--- src/arpc_pkg.sv ---
// Package with the shared types, widths and codes of the ARP responder and cache.
`default_nettype none

package arpc_pkg;

	localparam int MAC_W     = 48;
	localparam int IP_W      = 32;
	localparam int ACT_W     = 2;
	localparam int OPC_W     = 16;
	localparam int SOPC_W    = 2;
	localparam int STAT_W    = 2;
	localparam int CFG_IDX_W = 2;
	localparam int CFG_DAT_W = 48;

	// Event actions
	localparam logic [ACT_W-1:0] ACT_RX     = 2'd0;
	localparam logic [ACT_W-1:0] ACT_SEND   = 2'd1;
	localparam logic [ACT_W-1:0] ACT_LOOKUP = 2'd2;

	// ARP operations seen on the wire
	localparam logic [OPC_W-1:0] OP_REQUEST = 16'h0001;
	localparam logic [OPC_W-1:0] OP_REPLY   = 16'h0002;

	// Operation of a transmitted packet
	localparam logic [SOPC_W-1:0] SEND_NONE    = 2'd0;
	localparam logic [SOPC_W-1:0] SEND_REQUEST = 2'd1;
	localparam logic [SOPC_W-1:0] SEND_REPLY   = 2'd2;

	// Result status
	localparam logic [STAT_W-1:0] STAT_HANDLED = 2'd0;
	localparam logic [STAT_W-1:0] STAT_IGNORED = 2'd1;
	localparam logic [STAT_W-1:0] STAT_BAD_OP  = 2'd2;
	localparam logic [STAT_W-1:0] STAT_FULL    = 2'd3;

	// Configuration register indexes
	localparam logic [CFG_IDX_W-1:0] CFG_LOCAL_MAC = 2'd0;
	localparam logic [CFG_IDX_W-1:0] CFG_LOCAL_IP  = 2'd1;

	localparam logic [IP_W-1:0]  LOCAL_IP_RESET  = 32'hC0A8_0509;
	localparam logic [MAC_W-1:0] LOCAL_MAC_RESET = '0;
	localparam logic [MAC_W-1:0] MAC_BROADCAST   = {MAC_W{1'b1}};

	typedef struct packed {
		logic [MAC_W-1:0] local_mac;
		logic [IP_W-1:0]  local_ip;
	} cfg_t;

	typedef struct packed {
		logic [ACT_W-1:0] action;
		logic [OPC_W-1:0] opcode;
		logic [MAC_W-1:0] sender_mac;
		logic [IP_W-1:0]  sender_ip;
		logic [IP_W-1:0]  target_ip;
	} evt_item_t;

	typedef struct packed {
		logic              send_valid;
		logic [SOPC_W-1:0] send_opcode;
		logic [MAC_W-1:0]  dest_mac;
		logic [MAC_W-1:0]  out_target_mac;
		logic [IP_W-1:0]   out_target_ip;
		logic              lookup_hit;
		logic [MAC_W-1:0]  lookup_mac;
		logic [STAT_W-1:0] status;
	} res_item_t;

	// One cache entry as held in the table memory
	typedef struct packed {
		logic [IP_W-1:0]  ip;
		logic [MAC_W-1:0] mac;
	} entry_t;

	localparam int ENTRY_W = $bits(entry_t);

	typedef enum logic [1:0] {
		S_IDLE,
		S_SCAN,
		S_DONE
	} ctrl_state_t;

endpackage

`default_nettype wire

--- src/arpc_ifs.sv ---
// Handshake interfaces for the event, result and configuration channels.
`default_nettype none

interface arpc_evt_if;
	import arpc_pkg::*;
	logic             valid;
	logic             ready;
	logic [ACT_W-1:0] action;
	logic [OPC_W-1:0] opcode;
	logic [MAC_W-1:0] sender_mac;
	logic [IP_W-1:0]  sender_ip;
	logic [IP_W-1:0]  target_ip;

	modport source (output valid, action, opcode, sender_mac, sender_ip, target_ip,
		input ready);
	modport sink (input valid, action, opcode, sender_mac, sender_ip, target_ip,
		output ready);
endinterface

interface arpc_res_if;
	import arpc_pkg::*;
	logic              valid;
	logic              ready;
	logic              send_valid;
	logic [SOPC_W-1:0] send_opcode;
	logic [MAC_W-1:0]  dest_mac;
	logic [MAC_W-1:0]  out_target_mac;
	logic [IP_W-1:0]   out_target_ip;
	logic              lookup_hit;
	logic [MAC_W-1:0]  lookup_mac;
	logic [STAT_W-1:0] status;

	modport source (output valid, send_valid, send_opcode, dest_mac, out_target_mac,
		out_target_ip, lookup_hit, lookup_mac, status, input ready);
	modport sink (input valid, send_valid, send_opcode, dest_mac, out_target_mac,
		out_target_ip, lookup_hit, lookup_mac, status, output ready);
endinterface

interface arpc_cfg_if;
	import arpc_pkg::*;
	logic                 valid;
	logic                 ready;
	logic [CFG_IDX_W-1:0] index;
	logic [CFG_DAT_W-1:0] data;

	modport source (output valid, index, data, input ready);
	modport sink (input valid, index, data, output ready);
endinterface

`default_nettype wire

--- src/arp_responder_and_cache_top.sv ---
// Top level of the ARP responder with its IP-to-MAC cache.
//
// Channels: evt takes one ARP event word (received packet, send request or
// lookup), res returns exactly one result word per event, cfg writes the
// local MAC (index 0) and local IP (index 1); cfg is always ready.
// An event that needs no table access (request, send, unknown opcode) has
// its result registered at acceptance and then moved to the output register.
// A received reply or a lookup scans the cache one entry per cycle through
// the table memory's single read port, until a hit or past the last filled
// entry. One event at a time: evt.ready is high only while the sequencer is
// idle. The finished result sits in an output register; a stalled receiver
// holds it and the next event is accepted meanwhile, but its own result
// waits until the register is free.
// Reset: the cache is empty (fill count zero; memory contents are never
// read before written), local MAC is zero and local IP is 192.168.5.9.
// Configuration is to be written by the user only while no event is in
// flight; the block itself does not enforce it.
`default_nettype none

module arp_responder_and_cache_top #(
	parameter int TABLE_ENTRIES = 16
) (
	input  wire logic  clk,
	input  wire logic  arst_n,
	arpc_evt_if.sink   evt,
	arpc_res_if.source res,
	arpc_cfg_if.sink   cfg
);

	import arpc_pkg::*;

	localparam int AW    = (TABLE_ENTRIES > 1) ? $clog2(TABLE_ENTRIES) : 1;
	localparam int CNT_W = $clog2(TABLE_ENTRIES + 1);

	cfg_t    cfg_q;
	logic    ram_wr_en;
	logic    ram_rd_en;
	logic [AW-1:0] ram_wr_addr;
	logic [AW-1:0] ram_rd_addr;
	entry_t  ram_wr_data;
	entry_t  ram_rd_data;

	assign cfg.ready = 1'b1;

	// Configuration registers
	always_ff @(posedge clk or negedge arst_n) begin
		if (!arst_n) begin
			cfg_q.local_mac <= LOCAL_MAC_RESET;
			cfg_q.local_ip  <= LOCAL_IP_RESET;
		end else if (cfg.valid) begin
			unique case (cfg.index)
				CFG_LOCAL_MAC: cfg_q.local_mac <= cfg.data[MAC_W-1:0];
				CFG_LOCAL_IP:  cfg_q.local_ip  <= cfg.data[IP_W-1:0];
				default: begin
					cfg_q <= cfg_q;
				end
			endcase
		end
	end

	arpc_ctrl #(
		.TABLE_ENTRIES(TABLE_ENTRIES),
		.AW(AW),
		.CNT_W(CNT_W)
	) u_ctrl (
		.clk        (clk),
		.arst_n     (arst_n),
		.evt        (evt),
		.res        (res),
		.cfg_regs   (cfg_q),
		.ram_wr_en  (ram_wr_en),
		.ram_wr_addr(ram_wr_addr),
		.ram_wr_data(ram_wr_data),
		.ram_rd_en  (ram_rd_en),
		.ram_rd_addr(ram_rd_addr),
		.ram_rd_data(ram_rd_data)
	);

	arpc_ram #(
		.WIDTH(ENTRY_W),
		.DEPTH(TABLE_ENTRIES),
		.AW(AW)
	) u_table (
		.clk    (clk),
		.wr_en  (ram_wr_en),
		.wr_addr(ram_wr_addr),
		.wr_data(ram_wr_data),
		.rd_en  (ram_rd_en),
		.rd_addr(ram_rd_addr),
		.rd_data(ram_rd_data)
	);

endmodule

`default_nettype wire

--- src/arpc_ram.sv ---
// Generic single-write, single-read RAM with registered read data.
`default_nettype none

module arpc_ram #(
	parameter int WIDTH = 8,
	parameter int DEPTH = 16,
	parameter int AW    = (DEPTH > 1) ? $clog2(DEPTH) : 1
) (
	input  wire logic             clk,
	input  wire logic             wr_en,
	input  wire logic [AW-1:0]    wr_addr,
	input  wire logic [WIDTH-1:0] wr_data,
	input  wire logic             rd_en,
	input  wire logic [AW-1:0]    rd_addr,
	output logic      [WIDTH-1:0] rd_data
);

	logic [WIDTH-1:0] mem_q [DEPTH];

	// Write port
	always_ff @(posedge clk) begin
		if (wr_en) begin
			mem_q[wr_addr] <= wr_data;
		end
	end

	// Registered read port
	always_ff @(posedge clk) begin
		if (rd_en) begin
			rd_data <= mem_q[rd_addr];
		end
	end

endmodule

`default_nettype wire

--- src/arpc_ctrl.sv ---
// Event sequencer: decodes words, scans the cache table, appends entries, builds results.
`default_nettype none

module arpc_ctrl #(
	parameter int TABLE_ENTRIES = 16,
	parameter int AW    = (TABLE_ENTRIES > 1) ? $clog2(TABLE_ENTRIES) : 1,
	parameter int CNT_W = $clog2(TABLE_ENTRIES + 1)
) (
	input  wire logic                  clk,
	input  wire logic                  arst_n,
	arpc_evt_if.sink                   evt,
	arpc_res_if.source                 res,
	input  wire arpc_pkg::cfg_t        cfg_regs,
	output logic                       ram_wr_en,
	output logic      [AW-1:0]         ram_wr_addr,
	output arpc_pkg::entry_t           ram_wr_data,
	output logic                       ram_rd_en,
	output logic      [AW-1:0]         ram_rd_addr,
	input  wire arpc_pkg::entry_t      ram_rd_data
);

	import arpc_pkg::*;

	ctrl_state_t state_q, state_d;
	evt_item_t   item_q;
	res_item_t   rslt_q;
	res_item_t   out_q;
	res_item_t   imm_rslt;
	res_item_t   scan_rslt;
	logic        out_valid_q;
	logic [CNT_W-1:0] cnt_q;
	logic [CNT_W-1:0] scan_idx_q;
	logic        pend_s1;

	logic        evt_ready;
	logic        scanning;
	logic        accept;
	logic        needs_scan;
	logic        is_lookup;
	logic [IP_W-1:0] key;
	logic        hit;
	logic        miss;
	logic        full;
	logic        out_free;
	logic        load_out;

	assign accept   = evt.valid && evt_ready;
	assign out_free = !out_valid_q || res.ready;
	assign is_lookup = (item_q.action == ACT_LOOKUP);
	assign key      = is_lookup ? item_q.target_ip : item_q.sender_ip;
	assign full     = (cnt_q == CNT_W'(TABLE_ENTRIES));
	assign hit      = scanning && pend_s1 && (ram_rd_data.ip == key);
	assign miss     = scanning && !pend_s1 && (scan_idx_q == cnt_q);
	assign needs_scan = ((evt.action == ACT_RX) && (evt.opcode == OP_REPLY))
		|| (evt.action == ACT_LOOKUP);

	// Next state
	always_comb begin
		state_d = state_q;
		unique case (state_q)
			S_IDLE: begin
				if (accept) begin
					state_d = needs_scan ? S_SCAN : S_DONE;
				end
			end
			S_SCAN: begin
				if (hit || miss) begin
					state_d = S_DONE;
				end
			end
			S_DONE: begin
				if (out_free) begin
					state_d = S_IDLE;
				end
			end
			default: state_d = S_IDLE;
		endcase
	end

	// State outputs
	always_comb begin
		evt_ready = 1'b0;
		scanning  = 1'b0;
		load_out  = 1'b0;
		unique case (state_q)
			S_IDLE: evt_ready = 1'b1;
			S_SCAN: scanning  = 1'b1;
			S_DONE: load_out  = out_free;
			default: begin
				evt_ready = 1'b0;
			end
		endcase
	end

	// Issue one table read per cycle while filled entries remain
	assign ram_rd_en   = scanning && (scan_idx_q != cnt_q);
	assign ram_rd_addr = scan_idx_q[AW-1:0];

	// Append a new pair at the fill point on a reply that missed, unless the table is full
	assign ram_wr_en        = miss && !is_lookup && !full;
	assign ram_wr_addr      = cnt_q[AW-1:0];
	assign ram_wr_data.ip   = item_q.sender_ip;
	assign ram_wr_data.mac  = item_q.sender_mac;

	// Result of events that need no table access
	always_comb begin
		imm_rslt = '0;
		case (evt.action)
			ACT_RX: begin
				if (evt.opcode == OP_REQUEST) begin
					if (evt.target_ip == cfg_regs.local_ip) begin
						imm_rslt.send_valid     = 1'b1;
						imm_rslt.send_opcode    = SEND_REPLY;
						imm_rslt.dest_mac       = evt.sender_mac;
						imm_rslt.out_target_mac = evt.sender_mac;
						imm_rslt.out_target_ip  = evt.sender_ip;
						imm_rslt.status         = STAT_HANDLED;
					end else begin
						imm_rslt.status = STAT_IGNORED;
					end
				end else if (evt.opcode != OP_REPLY) begin
					imm_rslt.status = STAT_BAD_OP;
				end
			end
			ACT_SEND: begin
				imm_rslt.send_valid    = 1'b1;
				imm_rslt.send_opcode   = SEND_REQUEST;
				imm_rslt.dest_mac      = MAC_BROADCAST;
				imm_rslt.out_target_ip = evt.target_ip;
				imm_rslt.status        = STAT_HANDLED;
			end
			ACT_LOOKUP: imm_rslt.status = STAT_HANDLED;
			default:    imm_rslt.status = STAT_IGNORED;
		endcase
	end

	// Result at the end of a table scan
	always_comb begin
		scan_rslt = '0;
		if (is_lookup) begin
			scan_rslt.status = STAT_HANDLED;
			if (hit) begin
				scan_rslt.lookup_hit = 1'b1;
				scan_rslt.lookup_mac = ram_rd_data.mac;
			end
		end else if (hit) begin
			scan_rslt.status = STAT_IGNORED;
		end else begin
			scan_rslt.status = full ? STAT_FULL : STAT_HANDLED;
		end
	end

	// Control registers
	always_ff @(posedge clk or negedge arst_n) begin
		if (!arst_n) begin
			state_q     <= S_IDLE;
			cnt_q       <= '0;
			scan_idx_q  <= '0;
			pend_s1     <= 1'b0;
			out_valid_q <= 1'b0;
		end else begin
			state_q <= state_d;
			if (accept) begin
				scan_idx_q <= '0;
				pend_s1    <= 1'b0;
			end else if (scanning) begin
				pend_s1 <= ram_rd_en;
				if (ram_rd_en) begin
					scan_idx_q <= scan_idx_q + CNT_W'(1);
				end
			end
			if (ram_wr_en) begin
				cnt_q <= cnt_q + CNT_W'(1);
			end
			if (load_out) begin
				out_valid_q <= 1'b1;
			end else if (res.ready) begin
				out_valid_q <= 1'b0;
			end
		end
	end

	// Payload registers
	always_ff @(posedge clk) begin
		if (accept) begin
			item_q.action     <= evt.action;
			item_q.opcode     <= evt.opcode;
			item_q.sender_mac <= evt.sender_mac;
			item_q.sender_ip  <= evt.sender_ip;
			item_q.target_ip  <= evt.target_ip;
			rslt_q            <= imm_rslt;
		end else if (hit || miss) begin
			rslt_q <= scan_rslt;
		end
		if (load_out) begin
			out_q <= rslt_q;
		end
	end

	assign evt.ready          = evt_ready;
	assign res.valid          = out_valid_q;
	assign res.send_valid     = out_q.send_valid;
	assign res.send_opcode    = out_q.send_opcode;
	assign res.dest_mac       = out_q.dest_mac;
	assign res.out_target_mac = out_q.out_target_mac;
	assign res.out_target_ip  = out_q.out_target_ip;
	assign res.lookup_hit     = out_q.lookup_hit;
	assign res.lookup_mac     = out_q.lookup_mac;
	assign res.status         = out_q.status;

endmodule

`default_nettype wire

--- src/flat_wrapper.sv ---
// flat-port wrapper written by rule: the top's interface ports become plain ports
module arp_responder_and_cache_top_flat import arpc_pkg::*;
#(
	parameter int TABLE_ENTRIES = 16
)
  (clk, arst_n, evt_valid, evt_action, evt_opcode, evt_sender_mac, evt_sender_ip, evt_target_ip, evt_ready, res_valid, res_send_valid, res_send_opcode, res_dest_mac, res_out_target_mac, res_out_target_ip, res_lookup_hit, res_lookup_mac, res_status, res_ready, cfg_valid, cfg_index, cfg_data, cfg_ready);
  arpc_evt_if evt_i ();
  arpc_res_if res_i ();
  arpc_cfg_if cfg_i ();
  input  wire logic clk;
  input  wire logic arst_n;
  input wire logic [$bits(evt_i.valid)-1:0] evt_valid;
  input wire logic [$bits(evt_i.action)-1:0] evt_action;
  input wire logic [$bits(evt_i.opcode)-1:0] evt_opcode;
  input wire logic [$bits(evt_i.sender_mac)-1:0] evt_sender_mac;
  input wire logic [$bits(evt_i.sender_ip)-1:0] evt_sender_ip;
  input wire logic [$bits(evt_i.target_ip)-1:0] evt_target_ip;
  output wire logic [$bits(evt_i.ready)-1:0] evt_ready;
  output wire logic [$bits(res_i.valid)-1:0] res_valid;
  output wire logic [$bits(res_i.send_valid)-1:0] res_send_valid;
  output wire logic [$bits(res_i.send_opcode)-1:0] res_send_opcode;
  output wire logic [$bits(res_i.dest_mac)-1:0] res_dest_mac;
  output wire logic [$bits(res_i.out_target_mac)-1:0] res_out_target_mac;
  output wire logic [$bits(res_i.out_target_ip)-1:0] res_out_target_ip;
  output wire logic [$bits(res_i.lookup_hit)-1:0] res_lookup_hit;
  output wire logic [$bits(res_i.lookup_mac)-1:0] res_lookup_mac;
  output wire logic [$bits(res_i.status)-1:0] res_status;
  input wire logic [$bits(res_i.ready)-1:0] res_ready;
  input wire logic [$bits(cfg_i.valid)-1:0] cfg_valid;
  input wire logic [$bits(cfg_i.index)-1:0] cfg_index;
  input wire logic [$bits(cfg_i.data)-1:0] cfg_data;
  output wire logic [$bits(cfg_i.ready)-1:0] cfg_ready;
  assign evt_i.valid = evt_valid;
  assign evt_i.action = evt_action;
  assign evt_i.opcode = evt_opcode;
  assign evt_i.sender_mac = evt_sender_mac;
  assign evt_i.sender_ip = evt_sender_ip;
  assign evt_i.target_ip = evt_target_ip;
  assign evt_ready = evt_i.ready;
  assign res_valid = res_i.valid;
  assign res_send_valid = res_i.send_valid;
  assign res_send_opcode = res_i.send_opcode;
  assign res_dest_mac = res_i.dest_mac;
  assign res_out_target_mac = res_i.out_target_mac;
  assign res_out_target_ip = res_i.out_target_ip;
  assign res_lookup_hit = res_i.lookup_hit;
  assign res_lookup_mac = res_i.lookup_mac;
  assign res_status = res_i.status;
  assign res_i.ready = res_ready;
  assign cfg_i.valid = cfg_valid;
  assign cfg_i.index = cfg_index;
  assign cfg_i.data = cfg_data;
  assign cfg_ready = cfg_i.ready;
  arp_responder_and_cache_top #(.TABLE_ENTRIES(TABLE_ENTRIES)) u_core (.clk(clk), .arst_n(arst_n), .evt(evt_i), .res(res_i), .cfg(cfg_i));
endmodule
--- config.mk ---
export PLATFORM = sky130hd
export DESIGN_NAME = arp_responder_and_cache_top_flat
export DESIGN_NICKNAME = d
export VERILOG_FILES = /design/src/arpc_pkg.sv /design/src/arpc_ifs.sv /design/src/arp_responder_and_cache_top.sv /design/src/arpc_ram.sv /design/src/arpc_ctrl.sv /design/src/flat_wrapper.sv
export SDC_FILE = /design/constraint.sdc
export NUM_CORES = 2
export LEC_CHECK = 0
export BUFFER_PORTS_ARGS = -buffer_cell sky130_fd_sc_hd__buf_2
export CAP_MARGIN = 40
export CORE_ASPECT_RATIO = 1.4
export CORE_UTILIZATION = 61
export DETAILED_ROUTE_END_ITERATION = 7
export GPL_TIMING_DRIVEN = 1
export PLACE_DENSITY_LB_ADDON = 0.08
export REMOVE_ABC_BUFFERS = 1
export SLEW_MARGIN = 5
export SYNTH_ARGS = -nofsm -noshare
export SYNTH_HDL_FRONTEND = slang
export SYNTH_HIERARCHICAL = 1
export SYNTH_SLANG_ARGS = --single-unit
--- constraint.sdc ---
create_clock -name clk -period 11.48 [get_ports clk]
set_input_delay 0.574 -clock clk [delete_from_list [all_inputs] [get_ports clk]]
set_output_delay 0.574 -clock clk [all_outputs]
set_load 0.02 [all_outputs]
* Yosys cells after proc, flatten, opt, wreduce, memory -nomap -nowiden
Memory sizes are Yosys's and may differ from the RTL's. A register that Yosys moved wholly into a read port is not among the register bits. Index checks and enable logic that the tools add are counted.
Cells by class: $add $sub $neg 2, $mul 0, divide/modulo/power cells 0, $lt $le $gt $ge 0, equality and inequality tests 17, shift operators 0, mux-type cells 34, bitwise operators 0, reductions and logical operators 26
Operators with widths (count):
- 182-bit 2-to-1 mux | 2
- 131-bit 2-to-1 mux | 2
- 51-bit case mux with 2 select lines | 1
- 49-bit 2-to-1 mux | 2
- 32-bit equality test | 2
- 32-bit case mux with 2 select lines | 1
- 48-bit 2-to-1 mux | 1
- 32-bit 2-to-1 mux | 1
- 2-bit 2-to-1 mux | 9
- 16-bit by 1-bit equality test with 1-bit output, second input constant | 1
- 16-bit by 2-bit equality test with 1-bit output, second input constant | 1
- 16-bit by 2-bit != test with 1-bit output, second input constant | 1
- 5-bit 2-to-1 mux | 3
- 5-bit by 1-bit adder with 5-bit output, second input constant | 2
- 1-bit 2-to-1 mux | 10
- 1-bit logical AND | 9
- 2-bit nonzero test | 4
- 2-bit by 1-bit equality test with 1-bit output, second input constant | 3
- 2-bit equality test, second input constant | 3
- 2-bit != test, second input constant | 3
- 2-bit case mux with 3 select lines | 1
- 5-bit equality test | 1
- 5-bit equality test, second input constant | 1
- 5-bit != test | 1
- other kinds (7) | 14
Storage, ports and cells: register bits after elaboration 524, bits in latches 0, bits in writable memories 1280, memory bits (read-only) 0, bits of input ports 185, memories kept 1
Memory list:
- u_core.u_table.mem_q | depth 16, bits a word 80, rd ports 1, clocked after memory_dff 1, write ports 1, line arpc_ram.sv:18 | logic [WIDTH-1:0] mem_q [DEPTH];

* Depth between registers and ports, before layout
depth in word-level cells 8, depth in mapped cells 11, mapped depth without buffers 8

* Cells and area by module
The synthesis kept the hierarchy.
Modules (own cells, without submodules):
- arpc_ram | instances 1, cells each 2054, area an instance 50223.2 sq um
- arpc_ctrl | instances 1, cells each 1218, area an instance 18644.1 sq um
- arp_responder_and_cache_top | instances 1, cells each 172, area an instance 3007.9 sq um

* Worst setup path after synthesis
Ideal clock, no wire load.
kind input to register, from in res_ready, to reg u_core.u_ctrl.out_q (netlist bit u_core/u_ctrl/res.dest_mac[0]) (enable), arrival time 9384 ps, data required time 10694 ps, path slack 1311 ps, stages 2, path buffers 0, cell sequence inv_1 -> a21oi_1
Between the ends: word-level cells in the longest chain between the ends 2
Ends and longest elaborated chain:
- from (decl) | line flat_wrapper.sv:28 | input wire logic [$bits(res_i.ready)-1:0] res_ready;
- 1-bit logical OR | line arpc_ctrl.sv:48 | assign out_free = !out_valid_q || res.ready;
- 1-bit 2-to-1 mux | line arpc_ctrl.sv:85 | unique case (state_q)
- named net u_core.u_ctrl.load_out | line arpc_ctrl.sv:45 | logic load_out;
- to (signal assigned) | line arpc_ctrl.sv:196 | out_q <= rslt_q;
- to (decl) | line arpc_ctrl.sv:27 | res_item_t out_q;
The timed path passes the listed nets, and every way through them passes these cells. A chain may end at the register's enable or synchronous reset.

* Worst setup path after layout
from reg u_core.u_ctrl.scan_idx_q[0], to mem u_core/u_table/mem_q[15][24] in the netlist's numbering (enable)
Between the ends: word-level cells in the longest chain between the ends 6
Ends and longest elaborated chain:
- from (decl) | line arpc_ctrl.sv:32 | logic [CNT_W-1:0] scan_idx_q;
- from (signal assigned) | line arpc_ctrl.sv:169 | scan_idx_q <= scan_idx_q + CNT_W'(1);
- 5-bit equality test | line arpc_ctrl.sv:53 | assign miss = scanning && !pend_s1 && (scan_idx_q == cnt_q);
- 1-bit logical AND | line arpc_ctrl.sv:53
- 1-bit logical AND (2 in a row) | line arpc_ctrl.sv:100 | assign ram_wr_en = miss && !is_lookup && !full;
- named net u_core.ram_wr_en | line arp_responder_and_cache_top.sv:36 | logic ram_wr_en;
- 1-bit 2-to-1 mux | line arpc_ram.sv:22 | if (wr_en) begin
- 1-bit 2-to-1 mux (implied by the code) | line arpc_ram.sv:23 | mem_q[wr_addr] <= wr_data;
- to (decl) | line arpc_ram.sv:18
The timed path passes the listed nets, and every way through them passes these cells.

==> run_results.csv <==
group,metric,value,unit
floorplan,dieArea,116000,µm²
routing,antenna_left,0,
clock_tree,cts_root_buf,"clkbuf_16",
logic_synthesis,synthCells,3342,
layout,final_nets,4023,
clock_tree,clock_sinks,1884,
timing,period_needed,5.33,ns
power_and_ir_drop,p_leak,26.7,nW
timing,finalCritPeriodShare,46.4,%
timing,setup_tns,0,ns
logic_synthesis,avgSynthCellArea,21.0,µm²
routing,drtPass1Iterations,8,
clock_tree,clock_latency,0.79,ns
timing,timing.fmax,188,MHz
global_route,grt_usage,27.6,%
critical_path,worstPathArrival,5.73,ns
clock_tree,cts.path.max_buffers,3,
timing,drv_slew,0,
critical_path,cp-end-kind,"register",
global_route,grt_pass1_vias,35981,
floorplan,core,113000,µm²
timing,holdWs,0.0333,ns
routing,wirelength,157000,µm
timing,setup_viol,0,
job,maxCapViolCount,0,
layout,final_cell_mix,"edfxtp_1 (1789), buf_2 (352), mux4_2 (320)",
timing,worstMarginPinSlew,0.943,ns
placement,gp_congestion,0.842,
floorplan,ios,370,
critical_path,max_stage_delay,0.71,ns
placement,postPlaceCellArea,73700,µm²
clock_tree,cts_buffers,166,
status,violations,"design-rule violations",
layout,fill_cells,6729,
global_route,antenna_found_initial,0,
critical_path,cp_top_family,"simple AND/OR/NAND/NOR gates",
layout,final_core_util,70.8,%
routing,drtIter0Drc,3320,
critical_path,required,11.89,ns
hold_path,hold_class,"in -> reg",
routing,vias_per_cell,6.26,
logic_synthesis,netlist_area,70100,µm²
clock_tree,tritoncts,"done",
routing,wl_per_cell,28.7,µm
floorplan,rows,146,
power_and_ir_drop,peakVddDrop,0.000246,V
clock_tree,ctsHtreeMaxLevel,4,
layout,fin_area,80400,µm²
critical_path,cp.buffers_inverters,3,
global_route,grt_start_max_net_pins,144,
placement,dp_hpwl,86300,µm
floorplan,die_x,288,µm
critical_path,critPathSlowestCell,"nor3_1",
power_and_ir_drop,report.power.total,0.0172,W
timing,max_slew_margin,37.2,%
timing,rsz0062_at_grt,"no",
timing,skew,0.0260,ns
floorplan,start_util,61.8,%
critical_path,path_class,"reg -> reg",
power_and_ir_drop,power_density,214,nW/µm²
critical_path,startpoint_type,"register",
logic_synthesis,yosysWarningCount,6,
layout,layout_commonest_cell,"edfxtp_1",
clock_tree,clk_pin_slew,0.06,ns
layout,drive_gt1_share,27.5,%
floorplan,die_height,403,µm
layout,num_antenna_cells,0,
timing,hold_viol_final,0,
global_route,grt_pass1_wl,229000,µm
critical_path,cp_cell_sequence,"buf_16, xnor2_1, nand3_1, nor3_1, nor3b_2, nand3_1, nor2_4, buf_4, buf_4",
clock_tree,cts.repair.resized,0,
routing,drc,25,
routing,vias,34134,
layout,syn_to_final_growth,14.7,%
status,status,"finished with violations",
global_route,gr-total-overflow,0,
critical_path,critical_path.max_fanout,35,
placement,port_buffers,352,
-- timing repair --
| item | 4_1_cts | 5_1_grt |
|---|---|---|
| setup buffers | 0 | 0 |
| hold buffers | 110 | 0 |
| endpoints found under the hold margin | 150 | 0 |
-- report_power, final --
part / switching [W] / total (W) / internal, W
combinational: 0.00161 / 0.00270 / 0.00109
clock: 0.00240 / 0.00558 / 0.00318
sequential: 0.000423 / 0.00894 / 0.00852
total: 0.00443 / 0.0172 / 0.0128
-- stage by stage --
step | std cells | worst slack, ns
final | 5451 | 6.15
after global routing | 5451 | 5.84
after CTS | 5449 | 6.13
after detailed placement | 5031 | 6.18
after global placement | 4996 | 5.69
after floorplan | 3101 | -8.00
-- metal layers --
| metal | vias to the layer above | global-route usage [%] | routed length [µm] |
|---|---|---|---|
| met5 | - | 0 | 0 |
| met4 | 0 | 9.01 | 4650 |
| met3 | 287 | 4.41 | 10800 |
| met2 | 1528 | 47.1 | 81600 |
| met1 | 17987 | 36.4 | 59400 |
| li1 | 14332 | - | - |
-- path summary, 6_finish.rpt --
check	to	cells after the start	startpoint	slack, ns
max in group asynchronous	u_core/cfg_q[21]	3	arst_n	10.73
min in group asynchronous	u_core/cfg_q[26]	2	arst_n	0.19
setup reg to reg	u_core/u_table/mem_q[15][24]	9	u_core/u_ctrl/scan_idx_q[0]	6.15
hold / removal	u_core/u_ctrl/item_q[25]	1	evt_target_ip[25]	0.03
hold reg to reg	u_core/u_ctrl/res.dest_mac[42]	0	u_core/u_ctrl/rslt_q[173]	0.42
setup / recovery	u_core/u_table/mem_q[15][24]	9	u_core/u_ctrl/scan_idx_q[0]	6.15
-- registers in the layout, indices dropped and copies added (netlist names) --
name,flops
u_core/u_ctrl/res.send_opcode,2
u_core/u_ctrl/res.send_valid,1
u_core/u_ctrl/res.out_target_ip,32
u_core/u_table/rd_data,80
u_core/u_ctrl/res.out_target_mac,48
u_core/u_table/mem_q,1280
u_core/u_ctrl/ram_wr_data,80
u_core/u_ctrl/res.valid,1
u_core/u_ctrl/rslt_q,182
u_core/u_ctrl/res.dest_mac,48
u_core/u_ctrl/cnt_q,5
u_core/u_ctrl/res.status,2
u_core/u_ctrl/res.lookup_hit,1
u_core/u_ctrl/pend_s1,1
u_core/u_ctrl/res.lookup_mac,48
u_core/u_ctrl/state_q,2
u_core/u_ctrl/item_q,34
u_core/u_ctrl/scan_idx_q,5
u_core/cfg_q,32
-- layout make-up --
cell class | instances | area (µm²) | area share [%]
clock buffer | 220 | 4540 | 5.65
clock inverter | 88 | 918 | 1.14
inverter | 76 | 293 | 0.364
multi-input combinational | 1141 | 12600 | 15.7
sequential | 1884 | 55900 | 69.5
tap | 1480 | 1850 | 2.30
timing repair buffer | 562 | 4270 | 5.31
No activity file was read; power rests on OpenSTA's default activity.
